File: config.mk
export PLATFORM = sky130hd
export DESIGN_NAME = positional_list_table_flat
export DESIGN_NICKNAME = d
export VERILOG_FILES = /design/src/rtl/plt_pkg.sv /design/src/rtl/plt_req_if.sv /design/src/rtl/plt_rsp_if.sv /design/src/rtl/plt_datapath.sv /design/src/rtl/plt_ctrl.sv /design/src/rtl/positional_list_table.sv /design/src/flat_wrapper.sv
export SDC_FILE = /design/constraint.sdc
export NUM_CORES = 1
export LEC_CHECK = 0
export BUFFER_PORTS_ARGS = -buffer_cell sky130_fd_sc_hd__buf_2
export CAP_MARGIN = 0
export CORE_MARGIN = 3
export CORE_UTILIZATION = 60
export CTS_BUF_LIST = sky130_fd_sc_hd__clkbuf_4
export CTS_CLUSTER_DIAMETER = 60
export CTS_CLUSTER_SIZE = 16
export DETAILED_ROUTE_END_ITERATION = 8
export PLACE_DENSITY_LB_ADDON = 0.15
export SYNTH_ARGS = -nofsm -noshare
export SYNTH_HDL_FRONTEND = slang
export SYNTH_SLANG_ARGS = --single-unit
File: constraint.sdc
create_clock -name clock -period 10.9 [get_ports clock]
set_input_delay 2.18 -clock clock [delete_from_list [all_inputs] [get_ports clock]]
set_output_delay 2.18 -clock clock [all_outputs]
set_load 0.02 [all_outputs]
File: src/rtl/plt_pkg.sv
// Shared constants, codes and control types for the positional list table.
`timescale 1ns / 1ps
`default_nettype none

package plt_pkg;

   localparam int DEPTH_DEFAULT = 16;

   localparam int CMD_W    = 3;
   localparam int VAL_W    = 32;
   localparam int POS_W    = 5;
   localparam int STATUS_W = 3;
   localparam int FPOS_W   = 4;
   localparam int CNT_W    = 5;

   // Command codes.
   localparam logic [CMD_W-1:0] CMD_INSERT     = 3'd0;
   localparam logic [CMD_W-1:0] CMD_REMOVE     = 3'd1;
   localparam logic [CMD_W-1:0] CMD_FIND_FIRST = 3'd2;
   localparam logic [CMD_W-1:0] CMD_FIND_ALL   = 3'd3;
   localparam logic [CMD_W-1:0] CMD_READ       = 3'd4;
   localparam logic [CMD_W-1:0] CMD_DUMP       = 3'd5;

   // Result status codes.
   localparam logic [STATUS_W-1:0] ST_OK       = 3'd0;
   localparam logic [STATUS_W-1:0] ST_FULL     = 3'd1;
   localparam logic [STATUS_W-1:0] ST_BADPOS   = 3'd2;
   localparam logic [STATUS_W-1:0] ST_EMPTY    = 3'd3;
   localparam logic [STATUS_W-1:0] ST_NOTFOUND = 3'd4;

   typedef enum logic [3:0] {
      OP_NONE,
      OP_SETUP_INS,
      OP_SETUP_REM,
      OP_SETUP_SCAN,
      OP_SHIFT_UP,
      OP_SHIFT_DN,
      OP_SCAN_STEP,
      OP_PUT
   } op_type;

   typedef enum logic [1:0] {
      SEL_VAL,
      SEL_INS,
      SEL_GET,
      SEL_SCAN
   } sel_type;

   typedef struct packed {
      logic                load;
      op_type              op;
      logic                fill_dec;
      logic                count_inc;
      logic                emit;
      sel_type             sel;
      logic [STATUS_W-1:0] status;
      logic                last;
   } ctrl_type;

   typedef struct packed {
      logic [CMD_W-1:0] cmd;
      logic             empty;
      logic             full;
      logic             pos_gt_fill;
      logic             pos_ge_fill;
      logic             rem_zero;
      logic             pend;
      logic             hit;
      logic             count_zero;
      logic             out_free;
   } stat_type;

endpackage

`default_nettype wire

File: src/rtl/plt_req_if.sv
// Request channel interface: valid, ready and one command word.
`timescale 1ns / 1ps
`default_nettype none

interface plt_req_if
   import plt_pkg::*;
();
   logic                    valid;
   logic                    ready;
   logic [CMD_W-1:0]        cmd;
   logic signed [VAL_W-1:0] item_value;
   logic [POS_W-1:0]        item_position;

   modport source (output valid, cmd, item_value, item_position, input ready);
   modport sink   (input valid, cmd, item_value, item_position, output ready);
endinterface

`default_nettype wire

File: src/rtl/plt_rsp_if.sv
// Response channel interface: valid, ready and one result word.
`timescale 1ns / 1ps
`default_nettype none

interface plt_rsp_if
   import plt_pkg::*;
();
   logic                    valid;
   logic                    ready;
   logic [STATUS_W-1:0]     status;
   logic [FPOS_W-1:0]       found_position;
   logic signed [VAL_W-1:0] entry_value;
   logic [CNT_W-1:0]        match_count;
   logic                    last_of_run;

   modport source (output valid, status, found_position, entry_value, match_count,
                   last_of_run, input ready);
   modport sink   (input valid, status, found_position, entry_value, match_count,
                   last_of_run, output ready);
endinterface

`default_nettype wire

File: src/rtl/plt_datapath.sv
// Datapath: entry memory, fill count, shift and scan pointers, result register.
`timescale 1ns / 1ps
`default_nettype none

module plt_datapath
   import plt_pkg::*;
#(
   parameter int DEPTH = DEPTH_DEFAULT
) (
   input  wire logic                    clock,
   input  wire logic                    reset,
   input  wire ctrl_type                ctrl,
   output stat_type                     stat,
   input  wire logic [CMD_W-1:0]        req_cmd,
   input  wire logic signed [VAL_W-1:0] req_item_value,
   input  wire logic [POS_W-1:0]        req_item_position,
   input  wire logic                    rsp_ready,
   output logic                         rsp_valid,
   output logic [STATUS_W-1:0]          rsp_status,
   output logic [FPOS_W-1:0]            rsp_found_position,
   output logic signed [VAL_W-1:0]      rsp_entry_value,
   output logic [CNT_W-1:0]             rsp_match_count,
   output logic                         rsp_last_of_run
);

   localparam int AW = (DEPTH > 1) ? $clog2(DEPTH) : 1;
   localparam int CW = $clog2(DEPTH + 1);
   localparam int PW = (CW > POS_W) ? CW : POS_W;

   logic signed [VAL_W-1:0] mem [DEPTH];

   logic [CMD_W-1:0]        cmd_ff;
   logic signed [VAL_W-1:0] val_ff;
   logic [POS_W-1:0]        pos_ff;
   logic [CW-1:0]           fill_ff, fill_in;
   logic [CW-1:0]           ptr_ff, ptr_in;
   logic [CW-1:0]           rem_ff, rem_in;
   logic [CW-1:0]           count_ff, count_in;
   logic [AW-1:0]           wr_ptr_ff, wr_ptr_in;
   logic                    pend_ff, pend_in;
   logic signed [VAL_W-1:0] rdata_ff;
   logic                    rsp_valid_ff, rsp_valid_in;

   logic                    rd_en, wr_en;
   logic [AW-1:0]           rd_addr, wr_addr, pos_idx;
   logic signed [VAL_W-1:0] wr_data;
   logic [PW-1:0]           pos_w, fill_w;

   assign pos_w   = PW'(pos_ff);
   assign fill_w  = PW'(fill_ff);
   assign pos_idx = AW'(pos_ff);

   always_comb begin
      fill_in   = fill_ff;
      ptr_in    = ptr_ff;
      rem_in    = rem_ff;
      count_in  = count_ff;
      wr_ptr_in = wr_ptr_ff;
      pend_in   = pend_ff;
      rd_en     = 1'b0;
      rd_addr   = ptr_ff[AW-1:0];
      wr_en     = 1'b0;
      wr_addr   = wr_ptr_ff;
      wr_data   = rdata_ff;
      case (ctrl.op)
         OP_SETUP_INS: begin
            ptr_in  = fill_ff - CW'(1);
            rem_in  = CW'(fill_w - pos_w);
            pend_in = 1'b0;
         end
         OP_SETUP_REM: begin
            rd_en   = 1'b1;
            rd_addr = pos_idx;
            ptr_in  = CW'(pos_w + PW'(1));
            rem_in  = CW'(fill_w - pos_w - PW'(1));
            pend_in = 1'b0;
         end
         OP_SETUP_SCAN: begin
            ptr_in  = '0;
            rem_in  = fill_ff;
            pend_in = 1'b0;
         end
         OP_SHIFT_UP, OP_SHIFT_DN, OP_SCAN_STEP: begin
            // The word read last cycle is written one place over while the
            // next one is read, so a shift moves one entry per cycle.
            wr_en = pend_ff && (ctrl.op != OP_SCAN_STEP);
            if (rem_ff != '0) begin
               rd_en   = 1'b1;
               rem_in  = rem_ff - CW'(1);
               pend_in = 1'b1;
               case (ctrl.op)
                  OP_SHIFT_UP: begin
                     ptr_in    = ptr_ff - CW'(1);
                     wr_ptr_in = AW'(ptr_ff + CW'(1));
                  end
                  OP_SHIFT_DN: begin
                     ptr_in    = ptr_ff + CW'(1);
                     wr_ptr_in = AW'(ptr_ff - CW'(1));
                  end
                  default: begin
                     ptr_in    = ptr_ff + CW'(1);
                     wr_ptr_in = ptr_ff[AW-1:0];
                  end
               endcase
            end else begin
               pend_in = 1'b0;
            end
         end
         OP_PUT: begin
            wr_en   = 1'b1;
            wr_addr = pos_idx;
            wr_data = val_ff;
            fill_in = fill_ff + CW'(1);
         end
         default: begin
         end
      endcase
      if (ctrl.fill_dec) begin
         fill_in = fill_ff - CW'(1);
      end
      if (ctrl.count_inc) begin
         count_in = count_ff + CW'(1);
      end
      if (ctrl.load) begin
         count_in = '0;
      end
   end

   always_ff @(posedge clock) begin
      if (wr_en) begin
         mem[wr_addr] <= wr_data;
      end
      if (rd_en) begin
         rdata_ff <= mem[rd_addr];
      end
   end

   always_ff @(posedge clock) begin
      if (ctrl.load) begin
         cmd_ff <= req_cmd;
         val_ff <= req_item_value;
         pos_ff <= req_item_position;
      end
      ptr_ff    <= ptr_in;
      rem_ff    <= rem_in;
      count_ff  <= count_in;
      wr_ptr_ff <= wr_ptr_in;
   end

   always_ff @(posedge clock) begin
      if (reset) begin
         fill_ff      <= '0;
         pend_ff      <= 1'b0;
         rsp_valid_ff <= 1'b0;
      end else begin
         fill_ff      <= fill_in;
         pend_ff      <= pend_in;
         rsp_valid_ff <= rsp_valid_in;
      end
   end

   assign rsp_valid_in = ctrl.emit || (rsp_valid_ff && !rsp_ready);

   always_ff @(posedge clock) begin
      if (ctrl.emit) begin
         rsp_status      <= ctrl.status;
         rsp_last_of_run <= ctrl.last;
         case (ctrl.sel)
            SEL_INS: begin
               rsp_found_position <= FPOS_W'(pos_ff);
               rsp_entry_value    <= val_ff;
               rsp_match_count    <= '0;
            end
            SEL_GET: begin
               rsp_found_position <= FPOS_W'(pos_ff);
               rsp_entry_value    <= rdata_ff;
               rsp_match_count    <= '0;
            end
            SEL_SCAN: begin
               rsp_found_position <= FPOS_W'(wr_ptr_ff);
               rsp_entry_value    <= rdata_ff;
               rsp_match_count    <= '0;
            end
            default: begin
               rsp_found_position <= '0;
               rsp_entry_value    <= val_ff;
               rsp_match_count    <= CNT_W'(count_ff);
            end
         endcase
      end
   end

   assign rsp_valid = rsp_valid_ff;

   always_comb begin
      stat.cmd         = cmd_ff;
      stat.empty       = (fill_ff == '0);
      stat.full        = (fill_ff == CW'(DEPTH));
      stat.pos_gt_fill = (pos_w > fill_w);
      stat.pos_ge_fill = (pos_w >= fill_w);
      stat.rem_zero    = (rem_ff == '0);
      stat.pend        = pend_ff;
      stat.hit         = (rdata_ff == val_ff);
      stat.count_zero  = (count_ff == '0);
      stat.out_free    = !rsp_valid_ff || rsp_ready;
   end

endmodule

`default_nettype wire

File: src/rtl/plt_ctrl.sv
// Controller: command decode, error checks and sequencing of shifts and scans.
`timescale 1ns / 1ps
`default_nettype none

module plt_ctrl
   import plt_pkg::*;
(
   input  wire logic     clock,
   input  wire logic     reset,
   input  wire logic     req_valid,
   output logic          req_ready,
   input  wire stat_type stat,
   output ctrl_type      ctrl
);

   typedef enum logic [7:0] {
      S_IDLE      = 8'b0000_0001,
      S_DECODE    = 8'b0000_0010,
      S_INS_SHIFT = 8'b0000_0100,
      S_INS_PUT   = 8'b0000_1000,
      S_GET       = 8'b0001_0000,
      S_REM_SHIFT = 8'b0010_0000,
      S_SCAN      = 8'b0100_0000,
      S_SCAN_END  = 8'b1000_0000
   } state_type;

   state_type state_ff, state_in;

   logic is_insert, is_remove, is_ffirst, is_fall, is_read, is_dump, need_emit;

   assign is_insert = (stat.cmd == CMD_INSERT);
   assign is_remove = (stat.cmd == CMD_REMOVE);
   assign is_ffirst = (stat.cmd == CMD_FIND_FIRST);
   assign is_fall   = (stat.cmd == CMD_FIND_ALL);
   assign is_read   = (stat.cmd == CMD_READ);
   assign is_dump   = (stat.cmd == CMD_DUMP);
   assign need_emit = stat.pend && (is_dump || stat.hit);

   assign req_ready = (state_ff == S_IDLE);

   always_comb begin
      state_in       = state_ff;
      ctrl.load      = 1'b0;
      ctrl.op        = OP_NONE;
      ctrl.fill_dec  = 1'b0;
      ctrl.count_inc = 1'b0;
      ctrl.emit      = 1'b0;
      ctrl.sel       = SEL_VAL;
      ctrl.status    = ST_OK;
      ctrl.last      = 1'b1;
      case (state_ff)
         S_IDLE: begin
            if (req_valid) begin
               ctrl.load = 1'b1;
               state_in  = S_DECODE;
            end
         end
         S_DECODE: begin
            // Errors leave a single word; wait here for the output slot.
            if (is_insert) begin
               if (stat.full || stat.pos_gt_fill) begin
                  ctrl.status = stat.full ? ST_FULL : ST_BADPOS;
                  if (stat.out_free) begin
                     ctrl.emit = 1'b1;
                     state_in  = S_IDLE;
                  end
               end else begin
                  ctrl.op  = OP_SETUP_INS;
                  state_in = S_INS_SHIFT;
               end
            end else if (is_remove || is_read) begin
               if (stat.empty || stat.pos_ge_fill) begin
                  ctrl.status = stat.empty ? ST_EMPTY : ST_BADPOS;
                  if (stat.out_free) begin
                     ctrl.emit = 1'b1;
                     state_in  = S_IDLE;
                  end
               end else begin
                  ctrl.op  = OP_SETUP_REM;
                  state_in = S_GET;
               end
            end else if (is_ffirst || is_fall || is_dump) begin
               if (stat.empty) begin
                  ctrl.status = ST_EMPTY;
                  if (stat.out_free) begin
                     ctrl.emit = 1'b1;
                     state_in  = S_IDLE;
                  end
               end else begin
                  ctrl.op  = OP_SETUP_SCAN;
                  state_in = S_SCAN;
               end
            end else begin
               // Unused command codes leave no word and change nothing.
               state_in = S_IDLE;
            end
         end
         S_INS_SHIFT: begin
            ctrl.op = OP_SHIFT_UP;
            if (stat.rem_zero) begin
               state_in = S_INS_PUT;
            end
         end
         S_INS_PUT: begin
            if (stat.out_free) begin
               ctrl.op   = OP_PUT;
               ctrl.emit = 1'b1;
               ctrl.sel  = SEL_INS;
               state_in  = S_IDLE;
            end
         end
         S_GET: begin
            if (stat.out_free) begin
               ctrl.emit = 1'b1;
               ctrl.sel  = SEL_GET;
               state_in  = is_remove ? S_REM_SHIFT : S_IDLE;
            end
         end
         S_REM_SHIFT: begin
            ctrl.op = OP_SHIFT_DN;
            if (stat.rem_zero) begin
               ctrl.fill_dec = 1'b1;
               state_in      = S_IDLE;
            end
         end
         S_SCAN: begin
            // The read runs one entry ahead of the compare; a full output slot freezes
            // both when a word is due.
            if (!(need_emit && !stat.out_free)) begin
               ctrl.op = OP_SCAN_STEP;
               if (need_emit) begin
                  ctrl.emit = 1'b1;
                  ctrl.sel  = SEL_SCAN;
                  ctrl.last = is_ffirst || (is_dump && stat.rem_zero);
               end
               if (is_fall && stat.pend && stat.hit) begin
                  ctrl.count_inc = 1'b1;
               end
               if (is_ffirst && stat.pend && stat.hit) begin
                  state_in = S_IDLE;
               end else if (stat.pend && stat.rem_zero) begin
                  state_in = is_dump ? S_IDLE : S_SCAN_END;
               end
            end
         end
         S_SCAN_END: begin
            ctrl.status = (is_fall && !stat.count_zero) ? ST_OK : ST_NOTFOUND;
            if (stat.out_free) begin
               ctrl.emit = 1'b1;
               state_in  = S_IDLE;
            end
         end
         default: begin
            state_in = S_IDLE;
         end
      endcase
   end

   always_ff @(posedge clock) begin
      if (reset) begin
         state_ff <= S_IDLE;
      end else begin
         state_ff <= state_in;
      end
   end

endmodule

`default_nettype wire

File: src/rtl/positional_list_table.sv
// Top level: bounded ordered list with insert, remove, find, read and dump.
// Each command is accepted in the idle state, then decoded; errors and unused codes end there,
// insert shifts the tail up and then puts the value, read fetches the entry, remove fetches it
// and shifts the tail down; scans read one entry per cycle until a word finds the slot full.
// One command at a time; a result word is valid the cycle after its step, and a held slot stalls it.
// Reset clears the fill count, the controller and the output valid, but not the entries.
`timescale 1ns / 1ps
`default_nettype none

module positional_list_table
   import plt_pkg::*;
#(
   parameter int DEPTH = DEPTH_DEFAULT
) (
   input wire logic clock,
   input wire logic reset,
   plt_req_if.sink  req,
   plt_rsp_if.source rsp
);

   ctrl_type ctrl;
   stat_type stat;

   plt_ctrl u_ctrl (
      .clock     (clock),
      .reset     (reset),
      .req_valid (req.valid),
      .req_ready (req.ready),
      .stat      (stat),
      .ctrl      (ctrl)
   );

   plt_datapath #(
      .DEPTH (DEPTH)
   ) u_datapath (
      .clock              (clock),
      .reset              (reset),
      .ctrl               (ctrl),
      .stat               (stat),
      .req_cmd            (req.cmd),
      .req_item_value     (req.item_value),
      .req_item_position  (req.item_position),
      .rsp_ready          (rsp.ready),
      .rsp_valid          (rsp.valid),
      .rsp_status         (rsp.status),
      .rsp_found_position (rsp.found_position),
      .rsp_entry_value    (rsp.entry_value),
      .rsp_match_count    (rsp.match_count),
      .rsp_last_of_run    (rsp.last_of_run)
   );

endmodule

`default_nettype wire

File: src/flat_wrapper.sv
// flat-port wrapper written by rule: the top's interface ports become plain ports
module positional_list_table_flat import plt_pkg::*;
#(
   parameter int DEPTH = DEPTH_DEFAULT
)
  (clock, reset, req_valid, req_cmd, req_item_value, req_item_position, req_ready, rsp_valid, rsp_status, rsp_found_position, rsp_entry_value, rsp_match_count, rsp_last_of_run, rsp_ready);
  plt_req_if req_i ();
  plt_rsp_if rsp_i ();
  input wire logic clock;
  input wire logic reset;
  input wire logic [$bits(req_i.valid)-1:0] req_valid;
  input wire logic [$bits(req_i.cmd)-1:0] req_cmd;
  input wire logic [$bits(req_i.item_value)-1:0] req_item_value;
  input wire logic [$bits(req_i.item_position)-1:0] req_item_position;
  output wire logic [$bits(req_i.ready)-1:0] req_ready;
  output wire logic [$bits(rsp_i.valid)-1:0] rsp_valid;
  output wire logic [$bits(rsp_i.status)-1:0] rsp_status;
  output wire logic [$bits(rsp_i.found_position)-1:0] rsp_found_position;
  output wire logic [$bits(rsp_i.entry_value)-1:0] rsp_entry_value;
  output wire logic [$bits(rsp_i.match_count)-1:0] rsp_match_count;
  output wire logic [$bits(rsp_i.last_of_run)-1:0] rsp_last_of_run;
  input wire logic [$bits(rsp_i.ready)-1:0] rsp_ready;
  assign req_i.valid = req_valid;
  assign req_i.cmd = req_cmd;
  assign req_i.item_value = req_item_value;
  assign req_i.item_position = req_item_position;
  assign req_ready = req_i.ready;
  assign rsp_valid = rsp_i.valid;
  assign rsp_status = rsp_i.status;
  assign rsp_found_position = rsp_i.found_position;
  assign rsp_entry_value = rsp_i.entry_value;
  assign rsp_match_count = rsp_i.match_count;
  assign rsp_last_of_run = rsp_i.last_of_run;
  assign rsp_i.ready = rsp_ready;
  positional_list_table #(.DEPTH(DEPTH)) u_core (.clock(clock), .reset(reset), .req(req_i), .rsp(rsp_i));
endmodule
; ---- Word-level counts from Yosys, hierarchy flattened
; Memories as Yosys holds them, arrays and structs flattened. A register that Yosys moved wholly into a read port is not among the register bits.
; Cells that the tools add are included.
[op_classes]
mux = 74
n_eq_ne = 33
reduce_logical = 42
add_sub_neg = 9
magnitude_cmp = 2
bitwise_logic = 2
[op_table]
columns = op, n
row1 = $mux W8, 15
row2 = $mux W32, 2
row3 = $pmux W8 S7, 1
row4 = $pmux W5 S4, 2
row5 = $eq A32 B32 Y1, 1
row6 = $mux W5, 5
row7 = $mux W3, 8
row8 = $add A5 B1 Y5 const B, 4
row9 = $mux W4, 5
row10 = $pmux W4 S5, 1
row11 = $sub A5 B1 Y5 const B, 4
row12 = $mux W1, 18
row13 = $eq A4 B3 Y1 const B, 4
row14 = $mux W2, 8
row15 = $pmux W4 S2, 2
row16 = $logic_not A5 Y1, 3
row17 = $ne A2 B2 Y1 const B, 6
row18 = $reduce_or A3 Y1, 4
row19 = $logic_and A1 B1 Y1, 11
row20 = $logic_or A1 B1 Y1, 9
row21 = $eq A4 B2 Y1 const B, 2
row22 = $eq A8 B1 Y1 const B, 1
row23 = $eq A8 B2 Y1 const B, 1
row24 = $eq A8 B3 Y1 const B, 1
row25 = 31 further kinds, 44
[totals]
mem_count = 1
regBits = 119
word_cells = 179
inputBits = 44
mem_bits_rw = 512
out_inout_bits = 47
[memory_table]
columns = memory, words, word_bits, rd, rd_ports_with_merged_regs, write_ports, line_no
row1 = u_core.u_datapath.mem, 16, 32, 1, 1, 1, plt_datapath.sv:30  ; logic signed [VAL_W-1:0] mem [DEPTH];

; ---- Longest topological paths before layout
; Gate-level depths: netlist (run 1).
[depth]
ltp_word = 12
depth_mapped = 14
mapped_depth_nobuf = 13

; ---- By module
; Synthesis (run 1) repeated with hierarchy kept, for this count alone.
[unflattened]
hier_cells = 2096
area_unflattened_um2 = 27586.5
[by_module_without_submodules]
columns = module, area_per_inst_um2, cells_each, n_inst
row1 = plt_datapath, 26611.8, 1963, 1
row2 = plt_ctrl, 974.7, 133, 1

; ---- Least setup slack after synthesis (run 1)
; No wires, ideal clock.
[synth_timing]
path_kind = input to register
startpoint = input port rsp_ready
endpoint = memory u_core.u_datapath.mem[14][0], enable pin
arrival_time_ns = 5.375
setup_slack_ns = 5.064
stages = 6
setup_time_ns = 0.461
path_buffers = 2
cell_sequence = nand2b_1 -> clkbuf_1 -> nand4_1 -> clkbuf_1 -> a31oi_1 -> nor3_1
[synth_between]
elab_chain_cells = 10
[synth_rtl]
columns = item, line_no
row1 = start: declaration, flat_wrapper.sv:22  ; input wire logic [$bits(rsp_i.ready)-1:0] rsp_ready;
row2 = $logic_or A1 B1 Y1 (*), plt_datapath.sv:205  ; stat.out_free = !rsp_valid_ff || rsp_ready;
row3 = $logic_not A1 Y1, plt_ctrl.sv:129  ; if (!(need_emit && !stat.out_free)) begin
row4 = $logic_and A1 B1 Y1, plt_ctrl.sv:129
row5 = $mux W3, plt_ctrl.sv:129
row6 = $pmux W4 S5 (*), plt_ctrl.sv:51  ; case (state_ff)
row7 = $eq A4 B3 Y1 or $ne A4 B3 Y1 (tied branches), "plt_datapath.sv:65, plt_datapath.sv:86"
row8 = $reduce_or A3 Y1 or $logic_and A1 B1 Y1 (tied branches), "plt_datapath.sv:65, plt_datapath.sv:86"
row9 = $pmux W1 S2, plt_datapath.sv:65  ; case (ctrl.op)
row10 = $mux W1, plt_datapath.sv:130  ; if (wr_en) begin
row11 = $mux W1 (implied by the code), plt_datapath.sv:131  ; mem[wr_addr] <= wr_data;
row12 = end: declaration, plt_datapath.sv:30
; Every way passes the cells marked *; elsewhere a longest branch is shown, timed or not.

; ---- Final worst setup path (run 1)
[layout_timing]
startpoint = register u_core.u_datapath.pos_ff[1]
endpoint = register u_core.u_datapath.rdata_ff[5], read port of u_core.u_datapath.mem, data pin
[layout_between]
elab_chain_cells = 9
[layout_rtl]
columns = item, line_no
row1 = start: declaration, plt_datapath.sv:34  ; logic [POS_W-1:0] pos_ff;
row2 = start signal: assignment, plt_datapath.sv:142  ; pos_ff <= req_item_position;
row3 = $ge A5 B5 Y1, plt_datapath.sv:200  ; stat.pos_ge_fill = (pos_w >= fill_w);
row4 = $logic_or A1 B1 Y1, plt_ctrl.sv:72  ; if (stat.empty || stat.pos_ge_fill) begin
row5 = $mux W2, plt_ctrl.sv:72
row6 = $mux W4, plt_ctrl.sv:71  ; end else if (is_remove || is_read) begin
row7 = $mux W4, plt_ctrl.sv:60  ; if (is_insert) begin
row8 = $pmux W4 S5, plt_ctrl.sv:51
row9 = $eq A4 B3 Y1, plt_datapath.sv:65
row10 = $reduce_or A3 Y1, plt_datapath.sv:65
row11 = $pmux W1 S2, plt_datapath.sv:65
row12 = end: declaration, plt_datapath.sv:41  ; logic signed [VAL_W-1:0] rdata_ff;
; Parallel ways exist; a longest one is shown, timed or not.
; A chain may end at the register's enable or synchronous reset.

==> run metrics, run 1 <==
status complete, no violations; DR iter-0 viols about 1,900; vias in the first global route between 15,000 and 20,000; Util after Layout 65.12%; post-synth net total roughly 1,800; PD cells between 150 and 200 nW/um^2; clock-pin transition on the worst setup and hold timing paths around 0.16 ns; clk sinks 662; maxcap violations 0; WHS ~0.52 ns; Detail Route Antenna Nets 0; Synth Instances approximately 1,700; Yosys reg bits 662; reg2reg end u_core.u_datapath.rdata_ff[5]; FP Rows 77; first-pass GRT wire length 97,010 um; Final WS setup 4.984 ns; Worst-Margin Slew 1.371 ns; IO Pins 91; Worst R2R Start u_core.u_datapath.pos_ff[1]; period utilisation layout 54.28%; Num CTS Buffers 50; r2r worst-path depth 13; final net count roughly 1,900; initial antenna violation count 2; Slew Limit Fails 0; RSZ-0062 raised after global routing false; die width ~220 um; worst-path maximum fanout ~160; Worst Hold End u_core.u_datapath.count_ff[4]; worst hold path startpoint u_core.u_datapath.count_ff[4]; DR DRC count 0; wire per inst ~27 um; setup tns final 0 ns; Clock Latency Late Sink 0.87 ns; dpl ws 5.191 ns; endpoints failing hold 0; Vias approximately 16,000; GRT overflow 0; pin count of the biggest net entering global routing 160; library cells used by synthesis 60; share of the synthesized area in the top cell type just over 70%; Top FF cell, synth edfxtp_1; drt first pass iters 6; ratio of cells with drive above 1 in the final layout about 14%; Final setup viols 0; Hold Buf Count CTS 0; CP Launch Type flop; gpl congestion between 0.8 and 0.9; number of synthesized flops with an enable pin 642; Crit Path Class reg -> reg; overall routing resource usage about 28%; H-tree lvl count 2; Worst R2R Setup Slack between 4 and 5 ns; CP Data Arrival Time about 6.6 ns; Worst VDD drop ~0.00016 V; Fill cells between 3,000 and 4,000; top cells by area, synth edfxtp_1 (71%), mux2i_1 (9.8%), o22ai_1 (3.0%); Async S/R FF share, synth 0%; Setup Fix Bufs, Post-CTS 0; Fmax achieved approximately 170 MHz; initial core utilization 60.96%; worst-case clock skew ~0.046 ns; Post-CTS Resized 0; crit path capture type flop; commonest non-fill, non-tap cell in the layout edfxtp_1; leakage approximately 10 nW; Root Driver clkbuf_4; synthesis-to-finish area growth 6.821%; most frequent cells in the layout edfxtp_1 (642), mux2i_1 (265), o22ai_1 (131), nand2_1 (126), buf_2 (90); DIE AREA roughly 48,000 sq um; register area share after synthesis 72.68%; Max transition margin under 10%; TritonCTS clock tree built; CTS Buffer Depth 3; Cell Area, Synth 27,080 sq um; Synth Warn # 0; Tmin final about 6 ns; Worst Hold Depth 2; core footprint between 40,000 and 50,000 sq um; height of the die ~220 um; DP HPWL between 30,000 and 40,000 um; via/cell ratio around 6.5; biggest area consumer among synthesized cells edfxtp_1; Hold Path Class reg -> reg; Avg Cell Area, Syn about 16 sq um; Post-Route WL 65,840 um; Buffers on Ports 90; CP required about 12 ns
==> worst max-delay path by stage <==
stage	startpoint	to	slack [ns]	cells past startpoint
after floorplan	rsp_ready	u_core.u_datapath.mem[14][0]	5.06	6
after global placement	u_core.u_datapath.pos_ff[1]	u_core.u_datapath.rdata_ff[14]	5.24	13
after detailed placement	u_core.u_datapath.pos_ff[1]	u_core.u_datapath.rdata_ff[14]	5.19	13
after CTS	u_core.u_datapath.pos_ff[1]	u_core.u_datapath.rdata_ff[14]	5.21	13
after global routing	u_core.u_datapath.pos_ff[1]	u_core.u_datapath.rdata_ff[24]	4.84	13
final	u_core.u_datapath.pos_ff[1]	u_core.u_datapath.rdata_ff[5]	4.98	13
==> where the power goes <==
part	internal (mW)	switching (mW)	total, mW	leakage [nW]
sequential	2.86	0.0825	2.94	5.95
combinational	0.139	0.253	0.392	3.76
clock	0.271	0.754	1.03	0.321
==> registers in the layout (all words and copies together) (netlist names) <==
register / count
u_core.u_datapath.rem_ff: 5
u_core.u_datapath.mem: 512
u_core.u_datapath.rsp_last_of_run: 1
u_core.u_datapath.cmd_ff: 3
u_core.u_ctrl.state_ff: 8
u_core.u_datapath.rsp_found_position: 4
u_core.u_datapath.rsp_entry_value: 32
u_core.u_datapath.rdata_ff: 32
u_core.u_datapath.pend_ff: 1
u_core.u_datapath.wr_ptr_ff: 4
u_core.u_datapath.count_ff: 5
u_core.u_datapath.val_ff: 32
u_core.u_datapath.ptr_ff: 4
u_core.u_datapath.fill_ff: 5
u_core.u_datapath.rsp_match_count: 5
u_core.u_datapath.pos_ff: 5
u_core.u_datapath.rsp_valid: 1
u_core.u_datapath.rsp_status: 3
==> through the flow <==
step,total power [mW],cells,instance area (sq um)
4_1_cts,4.379,2406,28920
3_3_place_gp,3.375,2336,28370
3_5_place_dp,3.384,2336,28370
6_report,4.355,2409,28920
2_1_floorplan,3.220,1700,27080
5_1_grt,4.518,2408,28920
==> cell usage after synthesis (2+ instances only) <==
cell / number
nor2_1: 55
xnor2_1: 48
a31oi_4: 3
a22oi_1: 9
nor4_1: 7
mux2_2: 32
o21ai_0: 21
nand2b_1: 3
and4b_1: 3
clkbuf_1: 40
o211ai_1: 6
dfxtp_1: 20
or4_1: 33
and2_1: 8
xor2_1: 9
nor3b_1: 3
o221ai_1: 5
inv_1: 28
o22ai_1: 131
nor2b_1: 6
buf_2: 38
a31oi_1: 8
nor3_1: 19
o31a_1: 2
o21ai_1: 2
nor4b_1: 5
o21a_1: 5
and3_1: 7
ha_1: 17
buf_1: 2
a31oi_2: 3
or3_1: 3
a21oi_1: 24
o41ai_1: 2
nand3_1: 17
a21o_1: 2
a32oi_1: 2
mux2i_1: 266
nand4_1: 15
nand4b_1: 4
edfxtp_1: 642
nand2_1: 127
==> kinds of logic (layout without fill, tap and decap cells) <==
logic type | after synthesis | after routing | synth area share (%)
AND/OR/NAND/NOR | 322 | 322 | 6.058
multiplexers | 298 | 298 | 11.16
AO/OA/AOI/OAI | 232 | 232 | 5.638
XOR/XNOR | 57 | 57 | 1.844
flip-flops | 662 | 662 | 72.68
adder cells (fa/ha/maj) | 18 | 18 | 0.8595
buffers and inverters | 111 | 225 | 1.756
other | 0 | 3 | 0
==> metal layers <==
metal | GRT usage, % | share of wire (%)
met1 | 40.05 | 41
met2 | 43.27 | 47
met3 | 4.950 | 8.8
met4 | 9.350 | 3.1
met5 | 0 | 0
==> cell type report <==
| type | count | area, sq um | share of cell area (%) |
|---|---|---|---|
| antenna | 3 | 7.507 | 0.02596 |
| clock buffer | 61 | 457.9 | 1.583 |
| clock inverter | 9 | 87.58 | 0.3028 |
| inverter | 29 | 108.9 | 0.3764 |
| multi-input combinational | 927 | 7108 | 24.58 |
| sequential | 662 | 19680 | 68.04 |
| tap | 592 | 740.7 | 2.561 |
| timing repair buffer | 126 | 733.2 | 2.535 |
==> critical path: stages (launching register included) <==
cell	delay, ns
edfxtp_1	0.68
inv_1	0.36
ha_1	0.40
nor2b_1	0.12
o21ai_0	0.11
o21ai_1	0.41
and4b_1	0.26
buf_4	0.34
mux2i_4	0.28
buf_4	0.55
buf_12	0.73
mux2i_1	0.31
o22ai_1	0.13
or4_1	0.57
Note: power is estimated with default switching activity, not from simulation.
==> run 2, diff against run 1 <==
==> constraint.sdc (replaced) <==
create_clock -name clock -period 5.5 [get_ports clock]
set_input_delay 1.1 -clock clock [delete_from_list [all_inputs] [get_ports clock]]
set_output_delay 1.1 -clock clock [all_outputs]
set_load 0.02 [all_outputs]
==> run metrics, run 2 (same netlist as run 1, synthesis figures left out) <==
initial antenna violation count 1; RSZ-0062 raised after global routing false; clock-pin transition on the worst setup and hold timing paths between 0.15 and 0.2 ns; synthesis-to-finish area growth 7.971%; ratio of cells with drive above 1 in the final layout 15.07%; die width roughly 220 um; CP Launch Type flop; Post-Route WL 64,700 um; Clk pwr share about a quarter; IO Pins 91; Largest register FFs between 500 and 600; combinational power share a little under a tenth; Fill cells 3,087; Buffers on Ports 90; setup tns final 0 ns; P_sw 2.144 mW; PD cells about 300 nW/um^2; Crit Path Class reg -> reg; Max transition margin approximately an eighth; Worst-Margin Slew between 1 and 1.5 ns; H-tree lvl count 2; final net count approximately 1,900; most flop-heavy register u_core.u_datapath.mem; Num CTS Buffers 50; maxcap violations 0; status complete, no violations; FP Rows 77; CP Data Arrival Time slightly above 5 ns; Fmax achieved approximately 220 MHz; core footprint approximately 44,000 sq um; endpoints failing hold 0; DR iter-0 viols between 1,500 and 2,000; dpl cell area between 20,000 and 30,000 sq um; worst-path maximum fanout ~80; Detail Route Antenna Nets 0; overall routing resource usage between 20% and 30%; DIE AREA approximately 48,000 sq um; CTS Buffer Depth 3; clk sinks roughly 660; Post-CTS Resized 0; commonest non-fill, non-tap cell in the layout edfxtp_1; design area between 20,000 and 30,000 sq um; Clock Latency Late Sink 0.85 ns; drt first pass iters 5; worst-case clock skew approximately 0.025 ns; vias in the first global route between 15,000 and 20,000; Slew Limit Fails 0; Worst VDD drop approximately 0.00021 V; Int Pwr around 6.6 mW; leakage slightly above 10 nW; Setup Fix Bufs, Post-CTS 0; Vias around 15,000; gpl congestion roughly 0.85; Worst R2R Setup Slack approximately 0.94 ns; DP HPWL roughly 37,000 um; Seq pwr share between 60% and 70%; period utilisation layout between 80% and 90%; CP required approximately 6.1 ns; crit path capture type flop; wire per inst ~27 um; TritonCTS clock tree built; dpl ws approximately 1.0 ns; Hold Buf Count CTS 0; Final setup viols 0; most frequent cells in the layout edfxtp_1 (642), mux2i_1 (265), o22ai_1 (131), nand2_1 (126), buf_2 (90); via/cell ratio between 6 and 7; Tmin final about 4.6 ns; pin count of the biggest net entering global routing 83; height of the die approximately 220 um; first-pass GRT wire length roughly 95,000 um; sw frac about a quarter; Root Driver clkbuf_4; Hold Path Class in -> reg; Final WS setup 0.9389 ns; GRT overflow 0; DR DRC count 0; initial core utilization between 60% and 70%; WHS roughly 0.41 ns
[run 2: cell count changes in the layout (fill, tap and decap cells not counted), moves of 2 or more]
cell and change:
clkinv_2 +3, clkbuf_4 -8, diode_2 -2, buf_4 +3
buf_12 +13, bufinv_16 +4, clkinv_8 -2
[run 2: through the flow]
step / instances / power [mW] / utilization [%]
2_1_floorplan: 1700 / 6.382 / -
3_3_place_gp: 2352 / 6.700 / 64.51
3_5_place_dp: 2352 / 6.715 / 64.51
4_1_cts: 2417 / 8.794 / 65.82
5_1_grt: 2418 / 9.045 / 65.82
6_report: 2418 / 8.750 / 65.82
[run 2: final timing paths]
check	startpoint	end	cells after the start
worst min-delay path	req_item_value[5]	u_core.u_datapath.val_ff[5]	1
worst min register to register	u_core.u_datapath.count_ff[4]	u_core.u_datapath.count_ff[4]	2
worst max-delay path	u_core.u_datapath.pos_ff[1]	u_core.u_datapath.rdata_ff[12]	11
worst max register to register	u_core.u_datapath.pos_ff[1]	u_core.u_datapath.rdata_ff[12]	11
[run 2: layout make-up]
cell class | instances | area [sq um] | area share, %
antenna | 1 | 2.502 | 0.008560
clock buffer | 53 | 397.9 | 1.361
clock inverter | 12 | 181.4 | 0.6206
inverter | 29 | 108.9 | 0.3724
multi-input combinational | 927 | 7108 | 24.31
sequential | 662 | 19680 | 67.31
tap | 592 | 740.7 | 2.534
timing repair buffer | 142 | 1016 | 3.475
[run 2: metal layers]
layer  GRT usage (%)  vias to the layer above  wire length, um
li1                -                     6864                -
met1           39.10                     7810            26850
met2           43.03                      701            30560
met3           4.255                      123             5329
met4           9.198                        0             1957
met5               0                        -                0
[run 2: power groups by stage]
stage | combinational, mW | sequential [mW] | clock (mW)
global route | 0.859 | 5.82 | 2.37
detailed placement | 0.802 | 5.91 | 0
CTS | 0.806 | 5.80 | 2.19
finish | 0.804 | 5.80 | 2.14
floorplan | 0.471 | 5.91 | 0
global placement | 0.790 | 5.91 | 0
[run 2: worst max-delay path, cell delays in order, from the launching register on]
cell,delay [ns]
edfxtp_1,0.70
inv_1,0.15
ha_1,0.33
nor2b_1,0.12
o21ai_0,0.11
o21ai_1,0.40
and4b_1,0.36
mux2i_4,0.58
buf_12,0.49
mux2i_1,0.29
o22ai_1,0.10
or4_1,0.54
